## config.mk

```make
export PLATFORM = sky130hd
export DESIGN_NAME = gated_forward_window_average_flat
export DESIGN_NICKNAME = d
export VERILOG_FILES = /design/src/hw/rtl/gfwa_pkg.sv /design/src/hw/rtl/gfwa_ifs.sv /design/src/hw/rtl/gated_forward_window_average.sv /design/src/hw/rtl/gfwa_ring.sv /design/src/hw/rtl/gfwa_div.sv /design/src/flat_wrapper.sv
export SDC_FILE = /design/constraint.sdc
export NUM_CORES = 1
export LEC_CHECK = 0
export BUFFER_PORTS_ARGS = -buffer_cell sky130_fd_sc_hd__buf_2
export CORE_AREA = 4 4 313 315
export DETAILED_ROUTE_END_ITERATION = 12
export DIE_AREA = 0 0 317 319
export PLACE_DENSITY = 0.85
export SYNTH_ARGS = -nofsm -noshare
export SYNTH_HDL_FRONTEND = slang
export SYNTH_SLANG_ARGS = --single-unit
```

## constraint.sdc

```tcl
create_clock -name clk -period 10.3 [get_ports clk]
set_input_delay 2.06 -clock clk [delete_from_list [all_inputs] [get_ports clk]]
set_output_delay 2.06 -clock clk [all_outputs]
set_load 0.05 [all_outputs]
```

## src/hw/rtl/gfwa_pkg.sv

```systemverilog
// shared constants, register codes and types of the gated forward window average
`default_nettype none

package gfwa_pkg;

    // default sizes handed to the top level
    localparam int DEF_WINDOW_MAX  = 32;
    localparam int DEF_VALUE_WIDTH = 32;

    // configuration register field widths
    localparam int WS_W      = 6;
    localparam int CFG_IDX_W = 2;

    // configuration register indexes
    localparam logic [CFG_IDX_W-1:0] REG_WINDOW_SIZE = 2'd0;
    localparam logic [CFG_IDX_W-1:0] REG_CUTOFF_MIN  = 2'd1;
    localparam logic [CFG_IDX_W-1:0] REG_CUTOFF_MAX  = 2'd2;

    // status of the iterative divider
    typedef struct packed {
        logic busy;
        logic done;
    } div_stat_t;

endpackage

`default_nettype wire

```

## src/hw/rtl/gfwa_ifs.sv

```systemverilog
// item channels and configuration write channel of the window average
`default_nettype none

interface gfwa_in_if import gfwa_pkg::*; #(
    parameter int VALUE_WIDTH = DEF_VALUE_WIDTH
) ();
    logic                          valid;
    logic                          ready;
    logic signed [VALUE_WIDTH-1:0] sample_value;
    logic                          sample_valid;
    logic                          last_in;

    modport source (output valid, output sample_value, output sample_valid,
                    output last_in, input ready);
    modport sink   (input valid, input sample_value, input sample_valid,
                    input last_in, output ready);
endinterface

interface gfwa_out_if import gfwa_pkg::*; #(
    parameter int VALUE_WIDTH = DEF_VALUE_WIDTH
) ();
    logic                          valid;
    logic                          ready;
    logic signed [VALUE_WIDTH-1:0] average_value;
    logic                          average_valid;
    logic                          last_out;

    modport source (output valid, output average_value, output average_valid,
                    output last_out, input ready);
    modport sink   (input valid, input average_value, input average_valid,
                    input last_out, output ready);
endinterface

interface gfwa_cfg_if import gfwa_pkg::*; #(
    parameter int VALUE_WIDTH = DEF_VALUE_WIDTH
) ();
    logic                   valid;
    logic                   ready;
    logic [CFG_IDX_W-1:0]   index;
    logic [VALUE_WIDTH-1:0] data;

    modport source (output valid, output index, output data, input ready);
    modport sink   (input valid, input index, input data, output ready);
endinterface

`default_nettype wire

```

## src/hw/rtl/gated_forward_window_average.sv

```systemverilog
// top level: configuration registers, window sequencer and output register
// results leave window_size - 1 items after their position; each result passes through the
//   check state, the ring reads, the divider (skipped for an empty window) and the output
//   register, where output stalls can hold it
// items are taken one at a time, a new one only once the sequencer is back in idle
// reset: rst_n clears sequencer, counters and output valid flag at once; no ring clearing pass
`default_nettype none

module gated_forward_window_average import gfwa_pkg::*; #(
    parameter int WINDOW_MAX  = DEF_WINDOW_MAX,
    parameter int VALUE_WIDTH = DEF_VALUE_WIDTH
) (
    input wire logic       clk,
    input wire logic       rst_n,
    gfwa_cfg_if.sink       cfg,
    gfwa_in_if.sink        sample_in,
    gfwa_out_if.source     average_out
);

    localparam int CNT_W   = $clog2(WINDOW_MAX + 1);
    localparam int PTR_W   = (WINDOW_MAX > 1) ? $clog2(WINDOW_MAX) : 1;
    localparam int AW      = CNT_W + 1;
    localparam int SUM_W   = VALUE_WIDTH + CNT_W;
    localparam int ENTRY_W = VALUE_WIDTH + 1;

    typedef enum logic [4:0] {
        S_IDLE  = 5'b00001,
        S_CHECK = 5'b00010,
        S_ACC   = 5'b00100,
        S_DIV   = 5'b01000,
        S_OUT   = 5'b10000
    } state_t;

    // configuration registers
    logic        [WS_W-1:0]        ws_reg;
    logic signed [VALUE_WIDTH-1:0] cmin_reg;
    logic signed [VALUE_WIDTH-1:0] cmax_reg;

    // sequencer state
    state_t                 state_reg, state_next;
    logic [CNT_W-1:0]       stored_reg, stored_next;
    logic [PTR_W-1:0]       wp_reg, wp_next;
    logic                   flush_reg, flush_next;
    logic [CNT_W-1:0]       pos_reg, pos_next;
    logic [CNT_W-1:0]       j_reg, j_next;
    logic                   pend_reg, pend_next;
    logic signed [SUM_W-1:0] sum_reg, sum_next;
    logic [CNT_W-1:0]       hits_reg, hits_next;

    // output register
    logic                          out_valid_reg, out_valid_next;
    logic signed [VALUE_WIDTH-1:0] avg_reg, avg_next;
    logic                          avgv_reg, avgv_next;
    logic                          lastf_reg, lastf_next;

    // ring and divider connections
    logic                   ring_we;
    logic                   ring_re;
    logic [ENTRY_W-1:0]     ring_rdata;
    logic [AW-1:0]          rd_addr;
    logic                   div_start;
    logic signed [VALUE_WIDTH-1:0] div_q;
    div_stat_t              div_stat;

    logic [CNT_W-1:0]       win;
    logic [AW-1:0]          wp_ext, st_ext, oldest, idx, addr_sum;
    logic                   slot_free;
    logic signed [VALUE_WIDTH-1:0] rd_value;
    logic                   rd_hit;

    // effective window: zero acts as one, clamp to the ring depth
    always_comb
    begin
        if (ws_reg == '0)
        begin
            win = CNT_W'(1);
        end
        else if (32'(ws_reg) > WINDOW_MAX)
        begin
            win = CNT_W'(WINDOW_MAX);
        end
        else
        begin
            win = CNT_W'(ws_reg);
        end
    end

    // configuration writes
    assign cfg.ready = 1'b1;

    always_ff @(posedge clk or negedge rst_n)
    begin
        if (!rst_n)
        begin
            ws_reg   <= WS_W'(1);
            cmin_reg <= {1'b1, {(VALUE_WIDTH-1){1'b0}}};
            cmax_reg <= {1'b0, {(VALUE_WIDTH-1){1'b1}}};
        end
        else if (cfg.valid)
        begin
            unique case (cfg.index)
                REG_WINDOW_SIZE: ws_reg   <= cfg.data[WS_W-1:0];
                REG_CUTOFF_MIN:  cmin_reg <= signed'(cfg.data);
                REG_CUTOFF_MAX:  cmax_reg <= signed'(cfg.data);
                default:         ;
            endcase
        end
    end

    // ring address of window entry pos + j, clamped to the newest entry
    always_comb
    begin
        wp_ext = AW'(wp_reg);
        st_ext = AW'(stored_reg);
        if (wp_ext >= st_ext)
        begin
            oldest = wp_ext - st_ext;
        end
        else
        begin
            oldest = wp_ext + AW'(WINDOW_MAX) - st_ext;
        end
        idx = AW'(pos_reg) + AW'(j_reg);
        if (idx > st_ext - AW'(1))
        begin
            idx = st_ext - AW'(1);
        end
        addr_sum = oldest + idx;
        if (addr_sum >= AW'(WINDOW_MAX))
        begin
            rd_addr = addr_sum - AW'(WINDOW_MAX);
        end
        else
        begin
            rd_addr = addr_sum;
        end
    end

    // range gate on the entry read last cycle
    assign rd_value = signed'(ring_rdata[VALUE_WIDTH-1:0]);
    assign rd_hit   = ring_rdata[VALUE_WIDTH] && (rd_value >= cmin_reg)
                      && (rd_value <= cmax_reg);

    assign slot_free = !out_valid_reg || average_out.ready;

    // window sequencer
    always_comb
    begin
        state_next     = state_reg;
        stored_next    = stored_reg;
        wp_next        = wp_reg;
        flush_next     = flush_reg;
        pos_next       = pos_reg;
        j_next         = j_reg;
        pend_next      = pend_reg;
        sum_next       = sum_reg;
        hits_next      = hits_reg;
        out_valid_next = out_valid_reg;
        avg_next       = avg_reg;
        avgv_next      = avgv_reg;
        lastf_next     = lastf_reg;
        ring_we        = 1'b0;
        ring_re        = 1'b0;
        div_start      = 1'b0;

        if (out_valid_reg && average_out.ready)
        begin
            out_valid_next = 1'b0;
        end

        unique case (state_reg)
            S_IDLE:
            begin
                if (sample_in.valid)
                begin
                    ring_we     = 1'b1;
                    stored_next = stored_reg + CNT_W'(1);
                    flush_next  = sample_in.last_in;
                    pos_next    = '0;
                    if (AW'(wp_reg) + AW'(1) == AW'(WINDOW_MAX))
                    begin
                        wp_next = '0;
                    end
                    else
                    begin
                        wp_next = wp_reg + PTR_W'(1);
                    end
                    state_next = S_CHECK;
                end
            end
            S_CHECK:
            begin
                if (flush_reg ? (pos_reg < stored_reg) : (stored_reg >= win))
                begin
                    j_next     = '0;
                    pend_next  = 1'b0;
                    sum_next   = '0;
                    hits_next  = '0;
                    state_next = S_ACC;
                end
                else
                begin
                    if (flush_reg)
                    begin
                        stored_next = '0;
                        wp_next     = '0;
                        flush_next  = 1'b0;
                    end
                    state_next = S_IDLE;
                end
            end
            S_ACC:
            begin
                pend_next = 1'b0;
                if (j_reg < win)
                begin
                    ring_re   = 1'b1;
                    j_next    = j_reg + CNT_W'(1);
                    pend_next = 1'b1;
                end
                if (pend_reg && rd_hit)
                begin
                    sum_next  = sum_reg + signed'({{CNT_W{rd_value[VALUE_WIDTH-1]}}, rd_value});
                    hits_next = hits_reg + CNT_W'(1);
                end
                if ((j_reg == win) && !pend_reg)
                begin
                    if (hits_reg != '0)
                    begin
                        div_start  = 1'b1;
                        state_next = S_DIV;
                    end
                    else
                    begin
                        state_next = S_OUT;
                    end
                end
            end
            S_DIV:
            begin
                if (div_stat.done)
                begin
                    state_next = S_OUT;
                end
            end
            S_OUT:
            begin
                if (slot_free)
                begin
                    out_valid_next = 1'b1;
                    avgv_next      = hits_reg != '0;
                    avg_next       = (hits_reg != '0) ? div_q : '0;
                    lastf_next     = flush_reg && (AW'(pos_reg) + AW'(1) == st_ext);
                    if (flush_reg)
                    begin
                        pos_next = pos_reg + CNT_W'(1);
                    end
                    else
                    begin
                        stored_next = stored_reg - CNT_W'(1);
                    end
                    state_next = S_CHECK;
                end
            end
            default:
            begin
                state_next = S_IDLE;
            end
        endcase
    end

    // control registers
    always_ff @(posedge clk or negedge rst_n)
    begin
        if (!rst_n)
        begin
            state_reg     <= S_IDLE;
            stored_reg    <= '0;
            wp_reg        <= '0;
            flush_reg     <= 1'b0;
            pos_reg       <= '0;
            j_reg         <= '0;
            pend_reg      <= 1'b0;
            hits_reg      <= '0;
            out_valid_reg <= 1'b0;
        end
        else
        begin
            state_reg     <= state_next;
            stored_reg    <= stored_next;
            wp_reg        <= wp_next;
            flush_reg     <= flush_next;
            pos_reg       <= pos_next;
            j_reg         <= j_next;
            pend_reg      <= pend_next;
            hits_reg      <= hits_next;
            out_valid_reg <= out_valid_next;
        end
    end

    // payload registers
    always_ff @(posedge clk)
    begin
        sum_reg   <= sum_next;
        avg_reg   <= avg_next;
        avgv_reg  <= avgv_next;
        lastf_reg <= lastf_next;
    end

    // handshake outputs
    assign sample_in.ready           = state_reg == S_IDLE;
    assign average_out.valid         = out_valid_reg;
    assign average_out.average_value = avg_reg;
    assign average_out.average_valid = avgv_reg;
    assign average_out.last_out      = lastf_reg;

    gfwa_ring #(
        .DEPTH   (WINDOW_MAX),
        .ADDR_W  (PTR_W),
        .ENTRY_W (ENTRY_W)
    ) u_ring (
        .clk   (clk),
        .we    (ring_we),
        .waddr (wp_reg),
        .wdata ({sample_in.sample_valid, sample_in.sample_value}),
        .re    (ring_re),
        .raddr (rd_addr[PTR_W-1:0]),
        .rdata (ring_rdata)
    );

    gfwa_div #(
        .SUM_W       (SUM_W),
        .CNT_W       (CNT_W),
        .VALUE_WIDTH (VALUE_WIDTH)
    ) u_div (
        .clk      (clk),
        .rst_n    (rst_n),
        .start    (div_start),
        .dividend (sum_reg),
        .divisor  (hits_reg),
        .quotient (div_q),
        .stat     (div_stat)
    );

    // the divider is never restarted while it works
    a_div_start_idle: assert property (@(posedge clk) disable iff (!rst_n)
        div_start |-> !div_stat.busy)
        else $error("divider started while busy");

    // a finished quotient only arrives while the sequencer waits for it
    a_div_done_state: assert property (@(posedge clk) disable iff (!rst_n)
        div_stat.done |-> (state_reg == S_DIV))
        else $error("divider result outside the wait state");

    // ring reads stay inside the ring
    a_read_in_range: assert property (@(posedge clk) disable iff (!rst_n)
        ring_re |-> (rd_addr < AW'(WINDOW_MAX)) && (stored_reg != '0))
        else $error("ring read outside the stored entries");

    // pending positions never exceed the ring depth
    a_stored_bound: assert property (@(posedge clk) disable iff (!rst_n)
        32'(stored_reg) <= WINDOW_MAX)
        else $error("pending count above ring depth");

endmodule

`default_nettype wire

```

## src/hw/rtl/gfwa_ring.sv

```systemverilog
// sample ring memory, one write and one registered read port
`default_nettype none

module gfwa_ring #(
    parameter int DEPTH   = 32,
    parameter int ADDR_W  = 5,
    parameter int ENTRY_W = 33
) (
    input  wire logic               clk,
    input  wire logic               we,
    input  wire logic [ADDR_W-1:0]  waddr,
    input  wire logic [ENTRY_W-1:0] wdata,
    input  wire logic               re,
    input  wire logic [ADDR_W-1:0]  raddr,
    output logic      [ENTRY_W-1:0] rdata
);

    logic [ENTRY_W-1:0] mem [DEPTH];

    // write port
    always_ff @(posedge clk)
    begin
        if (we)
        begin
            mem[waddr] <= wdata;
        end
    end

    // read port, registered: data in the cycle after the address
    always_ff @(posedge clk)
    begin
        if (re)
        begin
            rdata <= mem[raddr];
        end
    end

endmodule

`default_nettype wire

```

## src/hw/rtl/gfwa_div.sv

```systemverilog
// iterative signed by unsigned divider, one quotient bit per cycle, truncating
`default_nettype none

module gfwa_div import gfwa_pkg::*; #(
    parameter int SUM_W       = 38,
    parameter int CNT_W       = 6,
    parameter int VALUE_WIDTH = 32
) (
    input  wire logic                          clk,
    input  wire logic                          rst_n,
    input  wire logic                          start,
    input  wire logic signed [SUM_W-1:0]       dividend,
    input  wire logic        [CNT_W-1:0]       divisor,
    output logic signed      [VALUE_WIDTH-1:0] quotient,
    output div_stat_t                          stat
);

    localparam int STEP_W = $clog2(SUM_W + 1);

    logic              busy_reg, busy_next;
    logic              done_reg, done_next;
    logic [STEP_W-1:0] step_reg, step_next;
    logic              neg_reg,  neg_next;
    logic [SUM_W-1:0]  quo_reg,  quo_next;
    logic [CNT_W-1:0]  rem_reg,  rem_next;
    logic [CNT_W-1:0]  dvs_reg,  dvs_next;

    logic [CNT_W:0]    rem_sh;
    logic [CNT_W:0]    rem_sub;
    logic              fits;
    logic [VALUE_WIDTH-1:0] mag;

    // one restoring step
    assign rem_sh  = {rem_reg, quo_reg[SUM_W-1]};
    assign fits    = rem_sh >= {1'b0, dvs_reg};
    assign rem_sub = rem_sh - {1'b0, dvs_reg};

    always_comb
    begin
        busy_next = busy_reg;
        done_next = 1'b0;
        step_next = step_reg;
        neg_next  = neg_reg;
        quo_next  = quo_reg;
        rem_next  = rem_reg;
        dvs_next  = dvs_reg;
        if (start)
        begin
            busy_next = 1'b1;
            step_next = STEP_W'(SUM_W);
            neg_next  = dividend[SUM_W-1];
            quo_next  = dividend[SUM_W-1] ? SUM_W'(-dividend) : SUM_W'(dividend);
            rem_next  = '0;
            dvs_next  = divisor;
        end
        else if (busy_reg)
        begin
            quo_next  = {quo_reg[SUM_W-2:0], fits};
            rem_next  = fits ? rem_sub[CNT_W-1:0] : rem_sh[CNT_W-1:0];
            step_next = step_reg - STEP_W'(1);
            if (step_reg == STEP_W'(1))
            begin
                busy_next = 1'b0;
                done_next = 1'b1;
            end
        end
    end

    // control state
    always_ff @(posedge clk or negedge rst_n)
    begin
        if (!rst_n)
        begin
            busy_reg <= 1'b0;
            done_reg <= 1'b0;
            step_reg <= '0;
        end
        else
        begin
            busy_reg <= busy_next;
            done_reg <= done_next;
            step_reg <= step_next;
        end
    end

    // datapath
    always_ff @(posedge clk)
    begin
        neg_reg <= neg_next;
        quo_reg <= quo_next;
        rem_reg <= rem_next;
        dvs_reg <= dvs_next;
    end

    // magnitude fits the value width, sign restored on the way out
    assign mag      = quo_reg[VALUE_WIDTH-1:0];
    assign quotient = neg_reg ? signed'(-mag) : signed'(mag);
    assign stat     = '{busy: busy_reg, done: done_reg};

endmodule

`default_nettype wire

```

## src/flat_wrapper.sv

```systemverilog
// flat-port wrapper written by rule: the top's interface ports become plain ports
module gated_forward_window_average_flat import gfwa_pkg::*;
#(
    parameter int WINDOW_MAX  = DEF_WINDOW_MAX,
    parameter int VALUE_WIDTH = DEF_VALUE_WIDTH
)
  (clk, rst_n, cfg_valid, cfg_index, cfg_data, cfg_ready, sample_in_valid, sample_in_sample_value, sample_in_sample_valid, sample_in_last_in, sample_in_ready, average_out_valid, average_out_average_value, average_out_average_valid, average_out_last_out, average_out_ready);
  gfwa_cfg_if #(.VALUE_WIDTH(VALUE_WIDTH)) cfg_i ();
  gfwa_in_if #(.VALUE_WIDTH(VALUE_WIDTH)) sample_in_i ();
  gfwa_out_if #(.VALUE_WIDTH(VALUE_WIDTH)) average_out_i ();
  input wire logic clk;
  input wire logic rst_n;
  input wire logic [$bits(cfg_i.valid)-1:0] cfg_valid;
  input wire logic [$bits(cfg_i.index)-1:0] cfg_index;
  input wire logic [$bits(cfg_i.data)-1:0] cfg_data;
  output wire logic [$bits(cfg_i.ready)-1:0] cfg_ready;
  input wire logic [$bits(sample_in_i.valid)-1:0] sample_in_valid;
  input wire logic [$bits(sample_in_i.sample_value)-1:0] sample_in_sample_value;
  input wire logic [$bits(sample_in_i.sample_valid)-1:0] sample_in_sample_valid;
  input wire logic [$bits(sample_in_i.last_in)-1:0] sample_in_last_in;
  output wire logic [$bits(sample_in_i.ready)-1:0] sample_in_ready;
  output wire logic [$bits(average_out_i.valid)-1:0] average_out_valid;
  output wire logic [$bits(average_out_i.average_value)-1:0] average_out_average_value;
  output wire logic [$bits(average_out_i.average_valid)-1:0] average_out_average_valid;
  output wire logic [$bits(average_out_i.last_out)-1:0] average_out_last_out;
  input wire logic [$bits(average_out_i.ready)-1:0] average_out_ready;
  assign cfg_i.valid = cfg_valid;
  assign cfg_i.index = cfg_index;
  assign cfg_i.data = cfg_data;
  assign cfg_ready = cfg_i.ready;
  assign sample_in_i.valid = sample_in_valid;
  assign sample_in_i.sample_value = sample_in_sample_value;
  assign sample_in_i.sample_valid = sample_in_sample_valid;
  assign sample_in_i.last_in = sample_in_last_in;
  assign sample_in_ready = sample_in_i.ready;
  assign average_out_valid = average_out_i.valid;
  assign average_out_average_value = average_out_i.average_value;
  assign average_out_average_valid = average_out_i.average_valid;
  assign average_out_last_out = average_out_i.last_out;
  assign average_out_i.ready = average_out_ready;
  gated_forward_window_average #(.WINDOW_MAX(WINDOW_MAX), .VALUE_WIDTH(VALUE_WIDTH)) u_core (.clk(clk), .rst_n(rst_n), .cfg(cfg_i), .sample_in(sample_in_i), .average_out(average_out_i));
endmodule
```

==> flow_metrics.tcl <==
set metrics [dict create \
    maxSlewHeadroom_pct 27.8 \
    io_pins 110 \
    grt-busiest-layer "met2" \
    p_comb_share_pct 54.6 \
    core_area_mm2 0.0949 \
    crit_required_ps 10760 \
    post_cts_buffers 0 \
    hold_viol 0 \
    grt_max_degree 138 \
    largest_reg_flops 1056 \
    p_total_w 0.0249 \
    layout_common_cells "edfxtp_1 (1,206), mux4_2 (330), ha_1 (162)" \
    gp_congestion 0.839 \
    ys_types 79 \
    die_h_um 319 \
    p_int_w 0.0160 \
    clock_path_buffers 3 \
    maxSlewViolCount 0 \
    drtIter0Drc 4402 \
    drt_pass1_iterations 6 \
    powerDensity_mw_per_mm2 392 \
    seq_power_share_pct 26.5 \
    clkPwrFrac_pct 18.9 \
    grt_pass1_vias 31851 \
    synth_edf_count 1206 \
    vias_per_cell 6.77 \
    cts_hold_buffers 0 \
    drt_wl_total_um 153000 \
    holdPathStages 2 \
    cts_tree "built" \
    hold_class "register to register" \
    synthArstFlopShare_pct 8.67 \
    clock_sinks 1327 \
    setup_viol 0 \
    final.period_utilization_pct 65.0 \
    synth-seq-cells 1327 \
    postSynthAreaPerCell_um2 17.9 \
    rsz0062_at_grt "no" \
    ant_nets 0 \
    tightestPinTransition_ps 1070 \
    pre_cts_slack_ps 3730 \
    seq_area_frac_synth_pct 69.0 \
    yosysWarnings 0 \
    ys.flop_type "edfxtp_1" \
    port_buffers 108 \
    clock-skew-final_ps 68.8 \
    period_needed_ps 6700 \
    hpwl_um 79300 \
    wl_per_cell_um 32.4 \
    power.switching_w 0.00890 \
    nets 3584 \
    worst_slack_ps 3600 \
    status "finished, final reports clean" \
    grt_use_met3_pct 5.92 \
    initial_utilization_pct 60.0 \
    grt_usage_pct 30.6 \
    critical_path_class "register to register" \
    max_freq_mhz 149 \
    cts_root_buf "clkbuf_16" \
    clkTransAtPathRegs_ps 70 \
    cp.arrival_ps 7160 \
    dp.cells 4484 \
    drv_cap 0 \
    drive_above_1_share_pct 25.3 \
    startpoint_type "register" \
    ctsResizeCount 0 \
    final_cells 4720 \
    r2r.worst_path.cells 19 \
    synth_cells 3178 \
    die_x_um 317 \
    synth_area_mm2 0.0569 \
    vdd_drop_max_uv 1050 \
    area_growth_pct 11.6 \
    row_count 113 \
    antenna_found_initial 13 \
    cts_inserted_buffers 121 \
    grt_pass1_wl_um 222000 \
    htreeDepth 3 \
    grt-ovfl-total 0 \
    switching_share_pct 35.8 \
    leakagePower_nw 22.0 \
    die_area_mm2 0.101 \
    critPathCaptureType "register" \
    final_common_cell "edfxtp_1" \
    vias 31951 \
    critPathMaxFanout 137 \
    clkLatencyLatePin_ps 740 \
    setup_tns_ps 0 \
    syn_nets 3420 \
    drc_errors 0 \
    grt_use_met1_pct 39.8 \
    grtUsageMet2_pct 50.1 \
]
cell type report:
class / count / area [um^2]
diodes: 11 / 27.5
clock buffers: 131 / 3090
multi-input cells: 1599 / 17000
clock inverters: 94 / 1040
inverters: 127 / 477
fillers: 5765 / 31400
repair buffers: 166 / 1020
flip-flops and latches: 1327 / 39300
well taps: 1265 / 1580
final timing paths:
kind / slack [ps] / endpoint / startpoint
setup / recovery: 3600 / u_core.u_ring.rdata[14]$_DFFE_PP_ / u_core.pos_reg[0]$_DFFE_PN0P_
hold reg to reg: 490 / u_core.u_div.rem_reg[5]$_SDFFE_PP0P_ / u_core.u_div.rem_reg[5]$_SDFFE_PP0P_
min in group asynchronous: 1440 / u_core.pos_reg[5]$_DFFE_PN0P_ / rst_n
setup reg to reg: 3600 / u_core.u_ring.rdata[14]$_DFFE_PP_ / u_core.pos_reg[0]$_DFFE_PN0P_
hold / removal: 490 / u_core.u_div.rem_reg[5]$_SDFFE_PP0P_ / u_core.u_div.rem_reg[5]$_SDFFE_PP0P_
max in group asynchronous: 7540 / u_core.cmin_reg[21]$_DFFE_PN0P_ / rst_n
worst max-delay path: stages, from the launching register on:
cell and delay, ps:
dfrtp_1 440, ha_1 240, fa_1 400, xnor2_1 230, inv_1 70, ha_1 310, o21a_1 110, o21a_1 160
o211ai_1 150, a21boi_0 110, o22ai_1 500, nand2_1 100, o21ai_0 170, ha_4 190, inv_1 50, fa_4 1070
buf_12 630, mux4_2 480, mux4_2 550, mux2_2 320
per-layer routing:
metal | vias to the layer above | share of wire, % | routed length [um]
li1 | 13022 | - | -
met1 | 16196 | 34 | 52800
met2 | 2232 | 50 | 76200
met3 | 493 | 10 | 15400
met4 | 8 | 5.7 | 8660
met5 | - | 0.030 | 46
per-stage QoR:
step	hold WS (ps)	cell area [um^2]	util [%]
after floorplan	423	56900	-
after global placement	462	59300	62.6
after detailed placement	479	59300	62.6
after CTS	490	63500	66.9
after global routing	509	63500	66.9
final	486	63500	66.9
logic make-up after synthesis:
kind of cell    Yosys count  synth area share [%]
flops                  1327                  69.0
simple gates            485                  4.10
mux                     446                  15.3
compound gates          365                  4.05
buf+inv                 252                  1.68
fa+ha+maj               169                  3.80
xor+xnor                133                  2.05
other cells               1               0.00659
synthesized netlist by cell type (4+ instances only):
cell       instances  share of area, %
nand2_1          138              0.91
a221o_1            4             0.070
nand3_1           33              0.29
nor3_1            22              0.19
nand2b_1          17              0.19
nor4_1             9             0.099
nor2_1           149              0.98
or4_1              5             0.066
nand3b_1          11              0.15
mux4_2           330                13
o21ai_1           17              0.15
nor2b_1           17              0.19
mux2_2           103               2.0
a31oi_1           11              0.12
edfxtp_1        1206                64
or3_1             17              0.19
buf_1             23              0.15
dfxtp_1            6              0.21
and4_1             4             0.062
xnor2_1           45              0.69
inv_1            127              0.84
and3_1             9             0.099
dfrtp_1           81               3.6
mux2_1             4             0.079
a21oi_1           82              0.72
dfstp_2           34               1.6
o21bai_1           9              0.12
o21a_1            12              0.16
ha_1             163               3.6
xor2_1            88               1.4
o211ai_1           9              0.12
o31ai_1           17              0.22
clkbuf_1          98              0.65
and2_1             6             0.066
mux2i_1            9              0.16
or2_1              4             0.044
o41ai_1            9              0.14
fa_1               6              0.21
a21o_1            36              0.47
a211oi_1          10              0.13
nand4_1           25              0.27
o21ai_0           99              0.87
o22ai_1           10              0.11
a2111oi_0          4             0.062
power groups by stage:
stage                     sequential (W)  clock [W]  combinational [W]
after floorplan                  0.00660          0             0.0100
final                            0.00659    0.00471             0.0136
after CTS                        0.00658    0.00473             0.0136
after global placement           0.00667          0             0.0123
after detailed placement         0.00669          0             0.0129
after global routing             0.00661    0.00498             0.0142
Power figures use the tool's default switching activity.
